### src/sv/tss_pkg.sv
// Shared types and constants for the two-stack shared store.
// No dependencies; imported by twin_stack_shared_store.
package tss_pkg;

  localparam int DEF_STORE_DEPTH = 32;
  localparam int WORD_W          = 32;
  localparam int COUNT_W         = 6;

  localparam logic [1:0] CMD_PUSH = 2'd0;
  localparam logic [1:0] CMD_POP  = 2'd1;
  localparam logic [1:0] CMD_PEEK = 2'd2;

  typedef struct packed {
    logic [1:0]               command;
    logic                     stack_select;
    logic signed [WORD_W-1:0] push_value;
  } in_t;

  typedef struct packed {
    logic signed [WORD_W-1:0] top_value;
    logic                     stack_empty;
    logic                     overflow;
    logic [COUNT_W-1:0]       low_count;
    logic [COUNT_W-1:0]       high_count;
  } out_t;

  // Beat in flight between the memory access and the output register
  typedef struct packed {
    logic                     use_rdata;
    logic signed [WORD_W-1:0] value;
    logic                     stack_empty;
    logic                     overflow;
    logic [COUNT_W-1:0]       low_count;
    logic [COUNT_W-1:0]       high_count;
  } pend_t;

endpackage

### src/sv/tss_ram.sv
// Generic single-clock RAM: one write port, one read port, registered read.
// No dependencies.
module tss_ram #(
  parameter int WIDTH = 32,
  parameter int DEPTH = 32
) (
  input  logic                     clk,
  input  logic                     we,
  input  logic [$clog2(DEPTH)-1:0] waddr,
  input  logic [WIDTH-1:0]         wdata,
  input  logic                     re,
  input  logic [$clog2(DEPTH)-1:0] raddr,
  output logic [WIDTH-1:0]         rdata
);

  logic [WIDTH-1:0] mem [DEPTH];

  always_ff @(posedge clk) begin
    if (we) begin
      mem[waddr] <= wdata;
    end
    if (re) begin
      rdata <= mem[raddr];
    end
  end

endmodule

### src/sv/twin_stack_shared_store.sv
// Two stacks in one store: low stack grows up from entry 0, high stack down from the top.
// Beats pass a pending register, then the output register; one item per cycle sustained
// while out_stall is low, set by the at-most-one RAM access (push write, pop/peek read).
// Reset (rst_n, synchronous) clears both counts and the pipeline valids;
// store contents are not cleared and need no clearing pass.
// Depends on tss_pkg and tss_ram.
module twin_stack_shared_store #(
  parameter int STORE_DEPTH = tss_pkg::DEF_STORE_DEPTH
) (
  input  logic          clk,
  input  logic          rst_n,
  input  logic          in_valid,
  output logic          in_stall,
  input  tss_pkg::in_t  in_data,
  output logic          out_valid,
  input  logic          out_stall,
  output tss_pkg::out_t out_data
);

  import tss_pkg::*;

  localparam int AW = $clog2(STORE_DEPTH);
  localparam int CW = $clog2(STORE_DEPTH + 1);

  logic [CW-1:0] low_cnt_r, low_cnt_nxt;
  logic [CW-1:0] high_cnt_r, high_cnt_nxt;
  logic [CW:0]   cnt_sum;
  logic          full;
  logic          push_ok;
  logic          ovf;
  logic [CW-1:0] sel_cnt;
  logic          sel_empty;

  logic          p_valid_r;
  pend_t         p_beat_r;
  pend_t         p_beat_nxt;
  logic          p_move;
  logic          accept;

  logic          out_valid_r;
  out_t          out_data_r;

  logic              ram_we;
  logic [AW-1:0]     ram_waddr;
  logic              ram_re;
  logic [AW-1:0]     ram_raddr;
  logic [WORD_W-1:0] ram_rdata;

  assign p_move   = !out_valid_r || !out_stall;
  assign in_stall = p_valid_r && !p_move;
  assign accept   = in_valid && !in_stall;

  assign cnt_sum = {1'b0, low_cnt_r} + {1'b0, high_cnt_r};
  assign full    = cnt_sum >= (CW+1)'(STORE_DEPTH);

  always_comb begin
    low_cnt_nxt  = low_cnt_r;
    high_cnt_nxt = high_cnt_r;
    push_ok      = 1'b0;
    ovf          = 1'b0;
    case (in_data.command)
      CMD_PUSH: begin
        if (full) begin
          ovf = 1'b1;
        end else begin
          push_ok = 1'b1;
          if (in_data.stack_select) begin
            high_cnt_nxt = high_cnt_r + 1'b1;
          end else begin
            low_cnt_nxt = low_cnt_r + 1'b1;
          end
        end
      end
      CMD_POP: begin
        if (in_data.stack_select) begin
          if (high_cnt_r != '0) high_cnt_nxt = high_cnt_r - 1'b1;
        end else begin
          if (low_cnt_r != '0) low_cnt_nxt = low_cnt_r - 1'b1;
        end
      end
      default: ; // peek and the unused code change nothing
    endcase
  end

  assign sel_cnt   = in_data.stack_select ? high_cnt_nxt : low_cnt_nxt;
  assign sel_empty = (sel_cnt == '0);

  // Push: top is the word just written, no read needed
  assign ram_we    = accept && push_ok;
  assign ram_waddr = in_data.stack_select ? AW'(CW'(STORE_DEPTH - 1) - high_cnt_r)
                                          : AW'(low_cnt_r);
  assign ram_re    = accept && !push_ok && !sel_empty;
  assign ram_raddr = in_data.stack_select ? AW'(CW'(STORE_DEPTH) - high_cnt_nxt)
                                          : AW'(low_cnt_nxt - 1'b1);

  always_comb begin
    p_beat_nxt.use_rdata   = !push_ok && !sel_empty;
    p_beat_nxt.value       = push_ok ? in_data.push_value : '0;
    p_beat_nxt.stack_empty = sel_empty;
    p_beat_nxt.overflow    = ovf;
    p_beat_nxt.low_count   = COUNT_W'(low_cnt_nxt);
    p_beat_nxt.high_count  = COUNT_W'(high_cnt_nxt);
  end

  tss_ram #(
    .WIDTH (WORD_W),
    .DEPTH (STORE_DEPTH)
  ) u_store (
    .clk   (clk),
    .we    (ram_we),
    .waddr (ram_waddr),
    .wdata (in_data.push_value),
    .re    (ram_re),
    .raddr (ram_raddr),
    .rdata (ram_rdata)
  );

  always_ff @(posedge clk) begin
    if (!rst_n) begin
      low_cnt_r   <= '0;
      high_cnt_r  <= '0;
      p_valid_r   <= 1'b0;
      out_valid_r <= 1'b0;
    end else begin
      if (accept) begin
        low_cnt_r  <= low_cnt_nxt;
        high_cnt_r <= high_cnt_nxt;
      end
      if (!in_stall) begin
        p_valid_r <= in_valid;
      end
      if (p_move) begin
        out_valid_r <= p_valid_r;
      end
    end
  end

  always_ff @(posedge clk) begin
    if (accept) begin
      p_beat_r <= p_beat_nxt;
    end
    if (p_move && p_valid_r) begin
      out_data_r.top_value   <= p_beat_r.use_rdata ? ram_rdata : p_beat_r.value;
      out_data_r.stack_empty <= p_beat_r.stack_empty;
      out_data_r.overflow    <= p_beat_r.overflow;
      out_data_r.low_count   <= p_beat_r.low_count;
      out_data_r.high_count  <= p_beat_r.high_count;
    end
  end

  assign out_valid = out_valid_r;
  assign out_data  = out_data_r;

endmodule
### config.mk
export PLATFORM = sky130hd
export DESIGN_NAME = twin_stack_shared_store
export DESIGN_NICKNAME = d
export VERILOG_FILES = /design/src/sv/tss_pkg.sv /design/src/sv/tss_ram.sv /design/src/sv/twin_stack_shared_store.sv
export SDC_FILE = /design/constraint.sdc
export NUM_CORES = 2
export LEC_CHECK = 0
export ABC_AREA = 1
export ABC_CLOCK_PERIOD_IN_PS = 5550
export BUFFER_PORTS_ARGS = -buffer_cell sky130_fd_sc_hd__buf_4
export CAP_MARGIN = 20
export CELL_PAD_IN_SITES_DETAIL_PLACEMENT = 0
export CELL_PAD_IN_SITES_GLOBAL_PLACEMENT = 2
export CORE_MARGIN = 1
export CORE_UTILIZATION = 39
export DETAILED_ROUTE_END_ITERATION = 8
export GPL_TIMING_DRIVEN = 0
export PLACE_DENSITY = 0.71
export SYNTH_ARGS = -nofsm -noshare
export SYNTH_HDL_FRONTEND = slang
export SYNTH_SLANG_ARGS = --single-unit
### constraint.sdc
create_clock -name clk -period 5.55 [get_ports clk]
set_input_delay 1.11 -clock clk [delete_from_list [all_inputs] [get_ports clk]]
set_output_delay 1.11 -clock clk [all_outputs]
set_load 0.05 [all_outputs]
---- After elaboration in Yosys (flattened, before gate mapping) ----
Memory sizes are Yosys's and may differ from the RTL's. A register that Yosys moved wholly into a read port is not among the register bits.
Cells that the tools add are included.
storage, ports and cells
  register bits after elaboration ......... 107
  bits in writable memories ............... 1024
  output and inout bits ................... 48
  memories ................................ 1
  input bits .............................. 39
  bits in read-only memories .............. 0
  logic and storage cells ................. 63
  bits in latches ......................... 0
cells by class
  divide/modulo/power cells ............... 0
  multiply operators ...................... 0
  mux-type cells .......................... 19
  $add $sub $neg .......................... 8
  reductions and logical operators ........ 18
  bitwise gates (word level) .............. 0
  shifts and indexed selects .............. 0
  equality and inequality tests ........... 1
  order comparisons ....................... 1
memories
  memory       depth  width  rd ports  clocked after Yosys merged registers in  write ports  line           RTL
  u_store.mem  32     32     1         1                                        1            tss_ram.sv:16  logic [WIDTH-1:0] mem [DEPTH];
operators with widths
  operator                                                                              number
  6-bit two-way mux                                                                     9
  32-bit two-way mux                                                                    1
  6-bit one-hot mux with 2 select lines                                                 2
  6-bit by 1-bit adder with 6-bit output (second input constant)                        2
  6-bit nonzero test                                                                    2
  6-bit by 1-bit subtractor with 6-bit output (second input constant)                   2
  5-bit two-way mux                                                                     2
  6-bit by 6-bit adder with 7-bit output                                                1
  7-bit by 6-bit greater-or-equal comparator with 1-bit output (second input constant)  1
  1-bit logical AND                                                                     7
  1-bit logical NOT                                                                     6
  6-bit logical NOT                                                                     1
  1-bit two-way mux                                                                     5
  1-bit by 5-bit subtractor with 5-bit output (first input constant)                    1
  5-bit by 1-bit subtractor with 5-bit output (second input constant)                   1
  5-bit subtractor (first input constant)                                               1
  2-bit by 1-bit equality test with 1-bit output (second input constant)                1
  2-bit logical NOT                                                                     1
  1-bit logical OR                                                                      1

---- Logic depth before layout (Yosys ltp) ----
  word-level depth ........................ 9
  mapped depth ............................ 25
  depth with buffers taken out ............ 22

---- Hierarchy ----
A second synthesis with hierarchy kept.
second synthesis, totals
  cells, all modules ...................... 4120
  area, all modules ....................... 48360.1 um^2
by module, submodules not included
  module                   seq. area each (um^2)  times used  cells each  area an instance (um^2)
  tss_ram                  31710.4                1           3536        42726.0
  twin_stack_shared_store  3072.9                 1           584         5634.2

---- Worst setup path before layout ----
Ideal clock, no wire load.
  path type ............................... input port to flip-flop
  start point ............................. input in_data[34] in the netlist's numbering
  end point ............................... register u_store.rdata[0] (read register of u_store.mem), enable pin
  slack ................................... 0.567 ns
  data arrival time ....................... 4.522 ns
  path buffers ............................ 4
  setup time .............................. 0.461 ns
  stages on the path ...................... 11
  required time ........................... 5.089 ns
  cell sequence ........................... buf_2 -> nor2_2 -> nand3_1 -> nand4_1 -> buf_4 -> buf_2 -> buf_2 -> nor2_1 -> nand2_1 -> o31ai_2 -> nor3_1
RTL lines
  element             line                           RTL
  start: declaration  twin_stack_shared_store.sv:14  input tss_pkg::in_t in_data,
  end: declaration    tss_ram.sv:13                  output logic [WIDTH-1:0] rdata

---- Worst setup path after layout ----
  start point ............................. register low_cnt_r[0]
  end point ............................... register u_store.rdata[31] (read register of u_store.mem), data pin
between the ends
  cells in the longest elaborated chain, start to end .. 8
  elaborated cells between the ends (all ways) .. 23
  those cells by class .................... add/sub (5); order compare (1); mux (11); reduce/logical (6)
RTL lines
  element                                                                              line                            RTL
  start: declaration                                                                   twin_stack_shared_store.sv:25   logic [CW-1:0] low_cnt_r, low_cnt_nxt;
  start signal: assignment                                                             twin_stack_shared_store.sv:126  low_cnt_r <= low_cnt_nxt;
  6-bit by 6-bit adder with 7-bit output *                                             twin_stack_shared_store.sv:53   assign cnt_sum = {1'b0, low_cnt_r} + {1'b0, high_cnt_r};
  7-bit by 6-bit greater-or-equal comparator with 1-bit output *                       twin_stack_shared_store.sv:54   assign full = cnt_sum >= (CW+1)'(STORE_DEPTH);
  6-bit two-way mux *                                                                  twin_stack_shared_store.sv:63   if (full) begin
  6-bit one-hot mux with 2 select lines *                                              twin_stack_shared_store.sv:61   case (in_data.command)
  named net high_cnt_nxt[1]                                                            twin_stack_shared_store.sv:26   logic [CW-1:0] high_cnt_r, high_cnt_nxt;
  branches (longest 4 deep; another with 1-bit by 5-bit subtractor with 5-bit output)  -
Mark *: on every way through the listed nets, which the timed path passes.
A chain may end at the register's enable or synchronous reset.

==> impl.org <==
** Outcome
- The flow ran to the end, and the final reports show no timing, DRC or antenna violations.

** Placed design
- Routability-driven placement finished with a final weighted congestion of 0.821.
- Including well taps, the total number of placed cells is around 6400.
- Detailed placement ended at an HPWL of between 100 and 150 mm.
- OpenSTA, run right after detailed placement, puts the worst setup slack at -0.105 ns.
- Count of input and output buffers :: 86

** Drt
- The first detailed-routing pass ran for 5 iterations.
- Remaining design rule violation count :: 0
- Dividing the detail-routed via count by the number of cells gives 5.26.
- The detail route stage leaves a number of antenna-violating nets equal to 0.
- In this run, the number of DRC markers left after iteration 0 of detailed routing was 3960.
- Final routed wire length divided by cell count :: between 20 and 30 microns
- Wire length reported by the detailed router :: 176 mm
- Detailed routing inserted a total of between 30000 and 40000 vias.

** Worst hold path
- The worst hold path belongs to the class flop to flop.

** Logic synthesis
- Fraction of the mapped netlist area in adder cells :: less than 1%
- By area, the combinational part of the netlist is dominated by simple AND/OR/NAND/NOR gates.
- Among all flip-flop cells after synthesis, the most frequent one is edfxtp_1.
- Counting flops with an async set or reset pin after synthesis yields a share of 0%.
- Fraction of the mapped netlist area in compound gates :: less than 1%
- Most common cell in the netlist :: edfxtp_1
- In this run, synthesis produced a sequential element count of roughly 1200.
- The share of the Yosys chip area taken by registers is a little under 70%.
- After synthesis, the mean cell area works out to 11.2 sq um.
- Of the total synthesized cell area, the portion taken by XOR and XNOR cells is less than 1%.
- Of the post-synthesis cell area, the part taken by muxes is 0.708%.
- Area of the mapped netlist :: 50900 sq um
- Syn Nets :: 4602
- Cell types occupying the most area after synthesis :: edfxtp_1 68%, nand3_1 9.5%, nand2_1 8.3%
- Number of cells produced by synthesis :: 4548
- Yosys mapped a number of flops with a built-in enable equal to approximately 1100.
- For this run, the number of Yosys warnings is 0.
- Summing the areas of all and, or, nand and nor instances in the mapped netlist gives a little under a quarter of the synthesized area.
- Yosys top cell area share :: 67.8%
- In this run, distinct cell masters in the synthesized netlist total 36.
- Summed over all instances, the cell type with the most area after synthesis is edfxtp_1.
- After synthesis, the most frequently instantiated cells are 1149 x edfxtp_1, 1131 x nand2_1, 970 x nand3_1.

** Pwr
- Tot Pwr :: between 20000 and 25000 uW
- Sequential cells burn a little over two fifths of the power.
- Comb power frac :: around a fifth
- Dividing total power by cell area gives a power density of just under 400 nW/um^2.
- Internal power contribution :: 16200 uW
- Static leakage :: 0.0231 uW
- Portion of total power attributed to the clock network :: 37.7%
- Net switching is a little under a third of the power.
- Largest vdd supply drop :: ~370 uV
- Summed over all nets, the switching power comes to roughly 7200 uW.

** STA
- Setup violation total in the final timing report :: 0
- Post-Route Setup TNS :: 0 ns
- Transition at the pin with the smallest max-transition slack :: ~1.1 ns
- Final worst-path cycle share :: 92.6%
- Highest attainable clock frequency :: 195 MHz
- Max-Slew Margin vs Limit :: 23.3%
- For the final database, setup skew stands at ~0.033 ns.
- Pins Over Slew Limit :: 0
- Final worst path period need :: between 5 and 6 ns
- Setup repair after global routing missed its margin :: no
- Setup slack on the critical path of the routed design comes to ~0.41 ns.
- The number of hold-slack violations in the final timing report came to 0.

** GRT
- First-pass GRT wire length :: between 200 and 250 mm
- The number of antenna violations at the first check in global routing is 14.
- The number of global-route vias before repair came to between 30000 and 40000.
- Overall routing resource usage :: between 20% and 30%
- Maximum number of pins on one net before global-route repair :: 34
- Aggregate global routing overflow :: 0

** Die
- The die is around 360 microns tall.
- Floorplan Core Area :: between 100000 and 150000 sq um
- Count of standard-cell rows :: around 130
- Width of the die :: between 300 and 400 microns
- In this run the count of I/O pins placed on the die edge is slightly below 90.
- Die Footprint :: approximately 130000 sq um
- Initial Util :: between 30% and 40%

** Clock tree
- Root buffer cell :: clkbuf_16
- Clock transition at the registers of the reported paths :: around 0.06 ns
- Post CTS Setup Buffer Count :: 0
- The clock passes through at most 3 buffers.
- For the worst-skew pair, the clock arrives at the later sink with an insertion delay of just under 0.8 ns.
- The H-tree generated during clock tree synthesis spans 4 levels.
- TritonCTS Buffers :: approximately 140
- TritonCTS clock tree :: built
- Number of clock sinks :: between 1000 and 1500

** Finish
- Measured on the finished design, the core utilization comes to between 40% and 50%.
- The net count of the finished layout is 4865.
- Summing all flip-flop and latch instances after layout gives 34800 sq um.
- Proportion of layout cells with a drive suffix above 1 :: 13.5%
- Total area of multi-input combinational cells :: between 10000 and 15000 sq um
- Fill count :: 12200
- Compared with the post-synthesis result, the final layout area differs by 16.2%.
- For this run, the number of standard cells in the final layout without fillers is 6663.

** Critical path
- Worst EP required :: just over 6 ns
- Data arrival time of the worst path :: 5.72 ns
- In this run the worst path has a maximum fanout of 10.
- The setup check on the worst reg-to-reg path leaves a slack of a little over 0.4 ns.
- The worst setup path is of the flop to flop kind.
- Kind of launch point of the worst setup path :: flop
- Type of destination of the critical path :: flop

** Flow run
- Count of maximum capacitance violations :: 0
[cells by family after synthesis]
family | after synthesis
mux | 32
buf+inv | 751
simple gates | 2512
fa+ha+maj | 15
xor+xnor | 11
compound gates | 64
flops | 1163
[cell type report]
cell class | count | share of cell area [%]
clock inverters | 82 | 1.21
well taps | 1742 | 3.69
diodes | 4 | 0.0169
repair buffers | 124 | 2.43
clock buffers | 163 | 6.14
plain buffers | 297 | 2.59
flip-flops and latches | 1163 | 58.8
inverters | 454 | 2.88
multi-input cells | 2634 | 22.2
[cells in the final DEF, fill, tap and decap left out, drive strengths merged, types with 26 or more instances in the layout]
cell,synthesis,final
a21oi,26,26
edfxtp,1149,1149
inv,453,463
nor2,96,96
clkbuf,36,199
clkinv,1,60
buf,261,385
mux2,32,32
nand3b,288,288
nand2,1138,1138
nand3,975,975
o21ai,33,33
[worst max-delay path, cell delays in order (launching register included)]
cell,delay (ns)
dfxtp_1,0.44
ha_1,0.30
fa_1,0.36
nand2_1,0.07
nand3_1,0.09
nand4_2,0.13
nand3_4,0.11
buf_6,0.17
nand2_1,0.06
nand3_1,0.06
nand2_1,0.21
inv_1,0.07
ha_1,0.29
nand2_1,0.08
o21ai_2,0.13
inv_1,0.15
buf_2,0.59
buf_1,0.75
nand3_1,0.17
nand3_1,0.29
nand3_1,0.11
nand2_1,0.07
nand2_1,0.06
nand2_1,0.18
[through the flow]
stage / hold slack, ns / area, sq um
5_1_grt: 0.424 / 59100
2_1_floorplan: 0.400 / 50900
4_1_cts: 0.421 / 59100
3_3_place_gp: 0.403 / 53700
3_5_place_dp: 0.408 / 54700
6_report: 0.422 / 59100
[registers in the layout, indices dropped and copies added, names as in the netlist]
signal	cells
low_cnt_r	6
out_valid	1
high_cnt_r	6
u_store.mem	1024
out_data	46
p_valid_r	1
u_store.rdata	32
p_beat_r	47
[path summary, 6_finish.rpt]
check	startpoint	to	cells past startpoint
worst min register to register	p_beat_r[6]$_DFFE_PP_	out_data[6]$_DFFE_PP_	0
worst min-delay path	p_beat_r[6]$_DFFE_PP_	out_data[6]$_DFFE_PP_	0
worst max-delay path	low_cnt_r[0]$_SDFFE_PN0P_	u_store.rdata[31]$_DFFE_PP_	23
worst max register to register	low_cnt_r[0]$_SDFFE_PN0P_	u_store.rdata[31]$_DFFE_PP_	23
[power by group through the flow]
stage	Combinational (uW)	Sequential, uW	Clock, uW
final	4680	9940	8850
after global routing	5030	9950	9320
after CTS	4680	9940	8990
after detailed placement	4660	10100	0
after global placement	4620	10100	0
after floorplan	2420	10200	0
[repair_timing]
| item | CTS | global route |
|---|---|---|
| resized for setup | 0 | 5 |
| setup endpoints to repair | 0 | 7 |
| hold buffers | 0 | 0 |
| endpoints found under the hold margin | 0 | 0 |
[routing by layer]
metal | vias to the layer above | track usage [%] | part of all wire, %
li1 | 16200 | - | -
met2 | 1157 | 38.9 | 43
met3 | 227 | 5.51 | 7.0
met4 | 0 | 9.74 | 3.4
met1 | 17500 | 39.1 | 47
met5 | - | 0 | 0
Note: power is estimated with default switching activity, not from simulation.
